$ cat config.mk
export PLATFORM = sky130hd
export DESIGN_NAME = median_knob_change_detector
export DESIGN_NICKNAME = d
export VERILOG_FILES = /design/src/hdl/mkcd_pkg.sv /design/src/hdl/median_knob_change_detector.sv
export SDC_FILE = /design/constraint.sdc
export NUM_CORES = 1
export LEC_CHECK = 0
export ABC_AREA = 1
export BUFFER_PORTS_ARGS = -buffer_cell sky130_fd_sc_hd__buf_2
export CAP_MARGIN = 10
export CORE_MARGIN = 3
export CORE_UTILIZATION = 64
export CTS_CLUSTER_SIZE = 12
export DETAILED_ROUTE_END_ITERATION = 8
export PLACE_DENSITY = 0.94
export SKIP_CTS_REPAIR_TIMING = 1
export SYNTH_ARGS = -nofsm -noshare
export SYNTH_HDL_FRONTEND = slang
export SYNTH_SLANG_ARGS = --single-unit
$ cat constraint.sdc
create_clock -name clk -period 7.28 [get_ports clk]
set_input_delay 0.728 -clock clk [delete_from_list [all_inputs] [get_ports clk]]
set_output_delay 0.728 -clock clk [all_outputs]
set_load 0.03 [all_outputs]
$ cat src/hdl/mkcd_pkg.sv
// Shared constants and types for the median knob change detector.
`default_nettype none

package mkcd_pkg;

  localparam int GROUP_SIZE = 11;
  localparam int MEDIAN_POS = GROUP_SIZE / 2;

  localparam int SAMPLE_W = 10;
  localparam int SCALE_W  = 16;
  localparam int VALUE_W  = 10;
  localparam int CFG_W    = 16;
  localparam int INDEX_W  = 2;
  localparam int PROD_W   = SAMPLE_W + SCALE_W;
  localparam int FRAC_W   = 8;

  localparam int CNT_W  = $clog2(GROUP_SIZE + 1);
  localparam int ADDR_W = $clog2(GROUP_SIZE);

  localparam int S_DATA_W = 16;
  localparam int M_DATA_W = 24;

  localparam logic [VALUE_W-1:0] VALUE_MAX = '1;

  typedef enum logic [INDEX_W-1:0] {
    REG_MAX_MEASURE      = 2'd0,
    REG_SCALE_FACTOR     = 2'd1,
    REG_CHANGE_THRESHOLD = 2'd2,
    REG_STABLE_THRESHOLD = 2'd3
  } reg_index_t;

  typedef enum logic [2:0] {
    ST_IDLE,
    ST_FIRST,
    ST_SCAN,
    ST_NORM,
    ST_HIST,
    ST_OUT
  } state_t;

endpackage

`default_nettype wire

$ cat src/hdl/median_knob_change_detector.sv
// Top level of the median knob change detector: sample store, median search, scaling, history.
`default_nettype none

// Samples are collected in groups of GROUP_SIZE. Each sample that does not close a group is
// simply stored. The sample that closes a group starts the median search: each stored sample
// in turn is a candidate, and one comparator walks the store through its single read port,
// a full pass per candidate, until the candidate at the middle sorted position is found. The
// Q8.8 scaling then follows in a registered multiplier (ST_NORM) and the history update in
// ST_HIST, after which the result waits in the output register. From the closing sample
// until the result is handed to the output register, the block is not ready for samples.
// A waiting result does not block the first samples of the next group.
module median_knob_change_detector
  import mkcd_pkg::*;
(
  input  wire logic                clk,
  input  wire logic                rst,
  // configuration write port
  input  wire logic                cfg_we,
  input  wire logic [INDEX_W-1:0]  cfg_index,
  input  wire logic [CFG_W-1:0]    cfg_data,
  // sample stream
  input  wire logic                s_tvalid,
  output logic                     s_tready,
  input  wire logic [S_DATA_W-1:0] s_tdata,   // [9:0] sample, [15:10] zero
  // result stream
  output logic                     m_tvalid,
  input  wire logic                m_tready,
  output logic [M_DATA_W-1:0]      m_tdata    // [9:0] reading, [19:10] previous_reading,
                                              // [20] changed_stable, [23:21] zero
);

  state_t state, state_next;

  logic [SAMPLE_W-1:0] max_measure;
  logic [SCALE_W-1:0]  scale_factor;
  logic [VALUE_W-1:0]  change_threshold;
  logic [VALUE_W-1:0]  stable_threshold;

  logic [SAMPLE_W-1:0] mem [GROUP_SIZE];
  logic [ADDR_W-1:0]   raddr;
  logic [SAMPLE_W-1:0] rd_data;

  logic [CNT_W-1:0]    sample_count;
  logic [ADDR_W-1:0]   cand_idx;
  logic [CNT_W-1:0]    scan_cnt;
  logic [CNT_W-1:0]    less_cnt;
  logic [CNT_W-1:0]    le_cnt;
  logic [SAMPLE_W-1:0] cand;
  logic [SAMPLE_W-1:0] median;
  logic [PROD_W-1:0]   prod;

  logic [VALUE_W-1:0]  current_value;
  logic [VALUE_W-1:0]  last_value;
  logic                change_pending;
  logic                pulse;

  logic [VALUE_W-1:0]  out_reading;
  logic [VALUE_W-1:0]  out_previous;
  logic                out_changed;

  logic                in_fire;
  logic                group_done;
  logic                scan_end;
  logic                lt_bit;
  logic                le_bit;
  logic [CNT_W-1:0]    less_sum;
  logic [CNT_W-1:0]    le_sum;
  logic                found;
  logic                out_free;

  logic [VALUE_W-1:0]  value_new;
  logic [VALUE_W-1:0]  last_new;
  logic [VALUE_W-1:0]  older_new;
  logic [VALUE_W-1:0]  var_d;
  logic [VALUE_W-1:0]  pvar_d;
  logic [VALUE_W-1:0]  gvar_d;
  logic                stable;
  logic                pending_next;
  logic                pulse_next;

  function automatic logic [VALUE_W-1:0] abs_diff(input logic [VALUE_W-1:0] a,
                                                  input logic [VALUE_W-1:0] b);
    return (a > b) ? (a - b) : (b - a);
  endfunction

  assign in_fire    = s_tvalid && s_tready;
  assign group_done = (sample_count == CNT_W'(GROUP_SIZE - 1));
  assign scan_end   = (scan_cnt == CNT_W'(GROUP_SIZE));
  assign out_free   = !m_tvalid || m_tready;

  // shared comparator: stored sample against the current candidate
  assign lt_bit   = (rd_data < cand);
  assign le_bit   = (rd_data <= cand);
  assign less_sum = less_cnt + CNT_W'(lt_bit);
  assign le_sum   = le_cnt + CNT_W'(le_bit);
  assign found    = (less_sum <= CNT_W'(MEDIAN_POS)) && (le_sum > CNT_W'(MEDIAN_POS));

  // next state
  always_comb begin
    state_next = state;
    unique case (state)
      ST_IDLE:  if (in_fire && group_done) state_next = ST_FIRST;
      ST_FIRST: state_next = ST_SCAN;
      ST_SCAN:  if (scan_end && found) state_next = ST_NORM;
      ST_NORM:  state_next = ST_HIST;
      ST_HIST:  state_next = ST_OUT;
      ST_OUT:   if (out_free) state_next = ST_IDLE;
      default:  state_next = ST_IDLE;
    endcase
  end

  // outputs of the sequencer
  always_comb begin
    s_tready = 1'b0;
    raddr    = cand_idx;
    unique case (state)
      ST_IDLE:  s_tready = 1'b1;
      ST_FIRST: raddr = cand_idx;
      ST_SCAN: begin
        // at the end of a pass, fetch the next candidate
        if (scan_end) raddr = cand_idx + ADDR_W'(1);
        else          raddr = scan_cnt[ADDR_W-1:0];
      end
      default:  raddr = cand_idx;
    endcase
  end

  always_ff @(posedge clk) begin
    if (rst) state <= ST_IDLE;
    else     state <= state_next;
  end

  // configuration registers
  always_ff @(posedge clk) begin
    if (rst) begin
      max_measure      <= SAMPLE_W'(1023);
      scale_factor     <= SCALE_W'(256);
      change_threshold <= VALUE_W'(8);
      stable_threshold <= VALUE_W'(4);
    end else if (cfg_we) begin
      unique case (cfg_index)
        REG_MAX_MEASURE:      max_measure      <= cfg_data[SAMPLE_W-1:0];
        REG_SCALE_FACTOR:     scale_factor     <= cfg_data[SCALE_W-1:0];
        REG_CHANGE_THRESHOLD: change_threshold <= cfg_data[VALUE_W-1:0];
        REG_STABLE_THRESHOLD: stable_threshold <= cfg_data[VALUE_W-1:0];
        default: ;
      endcase
    end
  end

  // sample store
  always_ff @(posedge clk) begin
    if (in_fire) mem[sample_count[ADDR_W-1:0]] <= s_tdata[SAMPLE_W-1:0];
    rd_data <= mem[raddr];
  end

  // history update on the new value
  always_comb begin
    if (prod[PROD_W-1:FRAC_W+VALUE_W] != '0) value_new = VALUE_MAX;
    else                                     value_new = prod[FRAC_W+VALUE_W-1:FRAC_W];
    older_new = last_value;
    last_new  = current_value;
    // align the history while the older value is still zero
    if (older_new == '0) begin
      older_new = value_new;
      last_new  = value_new;
    end
    var_d  = abs_diff(value_new, last_new);
    pvar_d = abs_diff(last_new, older_new);
    gvar_d = abs_diff(value_new, older_new);
    pending_next = change_pending;
    if (var_d > change_threshold) begin
      // a swing that comes back does not count
      pending_next = !(gvar_d < change_threshold);
    end
    stable     = (var_d < stable_threshold) && (pvar_d < stable_threshold);
    pulse_next = pending_next && stable;
    if (pulse_next) pending_next = 1'b0;
  end

  // sequencer datapath
  always_ff @(posedge clk) begin
    if (rst) begin
      sample_count   <= '0;
      cand_idx       <= '0;
      scan_cnt       <= '0;
      less_cnt       <= '0;
      le_cnt         <= '0;
      current_value  <= '0;
      last_value     <= '0;
      change_pending <= 1'b0;
      pulse          <= 1'b0;
    end else begin
      case (state)
        ST_IDLE: begin
          cand_idx <= '0;
          if (in_fire) begin
            if (group_done) sample_count <= '0;
            else            sample_count <= sample_count + CNT_W'(1);
          end
        end
        ST_FIRST: begin
          scan_cnt <= '0;
          less_cnt <= '0;
          le_cnt   <= '0;
        end
        ST_SCAN: begin
          if (scan_cnt == '0) begin
            cand <= rd_data;
          end else begin
            less_cnt <= less_sum;
            le_cnt   <= le_sum;
          end
          if (scan_end) begin
            median   <= cand;
            cand_idx <= cand_idx + ADDR_W'(1);
            scan_cnt <= '0;
            less_cnt <= '0;
            le_cnt   <= '0;
          end else begin
            scan_cnt <= scan_cnt + CNT_W'(1);
          end
        end
        ST_NORM: begin
          if (median < max_measure)
            prod <= PROD_W'(max_measure - median) * PROD_W'(scale_factor);
          else
            prod <= '0;
        end
        ST_HIST: begin
          current_value  <= value_new;
          last_value     <= last_new;
          change_pending <= pending_next;
          pulse          <= pulse_next;
        end
        default: ;
      endcase
    end
  end

  // output register
  always_ff @(posedge clk) begin
    if (rst) begin
      m_tvalid <= 1'b0;
    end else if (state == ST_OUT && out_free) begin
      m_tvalid     <= 1'b1;
      out_reading  <= current_value;
      out_previous <= last_value;
      out_changed  <= pulse;
    end else if (m_tready) begin
      m_tvalid <= 1'b0;
    end
  end

  assign m_tdata = {3'b000, out_changed, out_previous, out_reading};

endmodule

`default_nettype wire

==> metrics.txt <==
Commonest cells post-synth=nand2_1, inv_1, nor2_1; pre-CTS setup slack=0.740 ns; GRT Util Overall=30.5%; total clock sinks=271; Initial Util=65.4%; boundary pin count=65; Post-synth ARST share=0%; CTS clk-pin slew, worst paths=0.06 ns; share of cells above drive strength 1=5.42%; worst hold path type=in2reg; drt initial violations=1812; Remaining DRCs=0; dpl cell area=21900 um2; row cnt=66; CP arrival=6.97 ns; H-tree lvl count=1; simple logic cell fraction of the synthesized area=20.1%; drt wl/cell=17.2 um; Int Power=3830 uW; Worst path most repeated cell=nand2_1; CTS Buf Count=30; status=finished, final reports clean; filler cell count=2432; Clock Latency Late Sink=0.60 ns; vias in the first global route=18400; biggest area consumer among synthesized cells=edfxtp_1; Post-Synth XOR/XNOR Area=2.37%; Buffers on Ports=55; worst setup path category=reg2reg; Slew @ Worst Pin=1.11 ns; Synth area leaders=edfxtp_1, fa_1, ha_1; Worst setup EP type=flop; CP delay by family, top=adder cells; n_diodes=0; Net Sw Power=3010 uW; Max Root-Sink Buffers=3; Power Density=299 nW/um2; CP Buf/Inv Count=9; Worst Path Max Fanout=15; sequential area share after synthesis=33.3%; MaxCap Viol Count=0; TNS Setup=0 ns; Worst Skew=0.0377 ns; fin area=22900 um2; Rel. slew slack=25.6%; Final Hold Slack=0.416 ns; nets@finish=3068; drt total wl=54.4 mm; Worst VDD drop=0.244 mV; min Tclk post-route=6.64 ns; post-synthesis area per instance=7.96 um2; largest family of logic cells by synthesized area=adder cells; gpl congestion=0.960; First-pass DRT Iterations=6; Startpoint Class=flop; Clock Root Buffer=clkbuf_16; Reg power frac=26.1%; leakage=0.0117 uW; Fmax=0.151 GHz; Yosys warning total=0; Core ar.=32700 um2; Die Area=35600 um2; post-synthesis compound-gate area fraction=9.12%; Final Cycle Share=91.2%; Die W=189 um; setup ws final=0.639 ns; pin count of the biggest net entering global routing=52; HPWL after DPL=41.4 mm; flop and latch count out of synthesis=271; Gate power share=52.9%; library cells used by synthesis=45; most numerous cell in the Yosys netlist=nand2_1; number of synthesized flops with an enable pin=169; GR Overflow Total=0; first-pass GRT wire length=88.3 mm; Post-Syn Area=21400 um2; initial antenna violation count=0; Critical Path RT=7.61 ns; final core occ=70.0%; vias=18100; setup repair after global routing missed its margin=false; Syn-to-layout area delta=7.03%; Adder-Cell Fraction of Synth Area=23.5%; Switching Fraction=44.0%; fin. max-slew vios=0; Final setup viols=0; Final Hold Vio Count=0; Clock power frac=21.0%; Via density=5.72; Routed Antenna Nets=0; CTS tree=yes; share of the synthesized area in the top cell type=23.7%; CP max-delay cell=fa_1; mux contribution to synthesized area=0%; Primary FF master, synth=edfxtp_1; Max stage delay on crit path=0.52 ns; Mapped Cells=2685; die height=189 um
==> final cells by class <==
class	instances	area (um2)	share of cell area (%)
repair buffers	68	373	1.63
well taps	442	553	2.42
inverters	558	2090	9.15
flip-flops and latches	271	7120	31.1
clock buffers	46	851	3.72
multi-input cells	1777	11800	51.6
clock inverters	10	88.8	0.388
==> metal layers <==
| metal | share of wire (%) | wire length [um] | global-route usage [%] | vias up |
|---|---|---|---|---|
| met4 | 5.4 | 2960 | 14.6 | 0 |
| met1 | 37 | 20300 | 36.6 | 8448 |
| met2 | 49 | 26500 | 53.4 | 965 |
| li1 | - | - | - | 8494 |
| met3 | 8.6 | 4660 | 5.28 | 232 |
| met5 | 0 | 0 | 0 | - |
==> state kept, by name, indices dropped and copies added, names as in the netlist, 3 cells and up <==
signal            cells
cand_idx              4
median               10
sample_count          4
scale_factor         16
le_cnt                4
max_measure          10
scan_cnt              4
cand                 10
state                 3
last_value           10
less_cnt              4
out_previous         10
prod                 18
change_threshold     10
current_value        10
rd_data              10
mem                 110
out_reading          10
stable_threshold     10
==> worst reg2reg max path: cells and delay by family (launching register included) <==
kind	cells	cell delay, ns
flops	1	0.30
fa+ha+maj	8	3.48
simple gates	14	1.23
buf+inv	9	0.93
compound gates	2	0.44
==> cells by family after synthesis <==
group | Yosys count
other | 1
buffers and inverters | 639
DFF | 271
adders and majority gates | 323
and+or+nand+nor | 1034
AOI/OAI and AO/OA | 360
xor gates and xnor gates | 57
==> through the flow <==
stage	total power (uW)	std cells
6_report	6840	3172
5_1_grt	7390	3172
3_5_place_dp	5310	3116
2_1_floorplan	4440	2687
4_1_cts	6770	3172
3_3_place_gp	5110	3116
==> power by group through the flow <==
| stage | Combinational (uW) | Clock [uW] | Sequential, uW |
|---|---|---|---|
| 2_1_floorplan | 2650 | 0 | 1800 |
| 3_3_place_gp | 3300 | 0 | 1810 |
| 6_report | 3620 | 1440 | 1790 |
| 3_5_place_dp | 3490 | 0 | 1820 |
| 4_1_cts | 3540 | 1450 | 1780 |
| 5_1_grt | 4080 | 1510 | 1790 |
==> layout by cell type (no fill, tap or decap), types with 5 or more instances in the layout <==
master,netlist,final
a21o_1,5,5
a21oi_1,169,169
a31oi_1,5,5
buf_2,31,55
buf_4,10,13
clkbuf_1,38,12
clkbuf_16,0,30
clkinv_1,2,5
dfxtp_1,102,102
edfxtp_1,169,169
fa_1,131,131
ha_1,192,192
inv_1,552,552
nand2_1,558,558
nand3_1,202,202
nand3b_1,5,5
nand4_1,10,10
nor2_1,212,212
nor3_1,14,12
o211ai_1,16,16
o21ai_0,133,133
o21bai_1,16,16
or2_2,19,19
xnor2_1,13,13
xor2_1,43,43
==> final timing paths <==
kind                                 startpoint                            end  slack (ns)  depth (start not counted)
setup reg to reg    max_measure[0]$_SDFFE_PP1P_         prod[21]$_SDFFCE_PP0P_        0.64                         33
setup / recovery    max_measure[0]$_SDFFE_PP1P_         prod[21]$_SDFFCE_PP0P_        0.64                         33
hold / removal                     cfg_data[11]  scale_factor[11]$_SDFFE_PP0P_        0.42                          3
hold reg to reg   current_value[1]$_SDFFE_PP0P_       out_reading[1]$_DFFE_PP_        0.43                          0
Power figures use the tool's default switching activity.
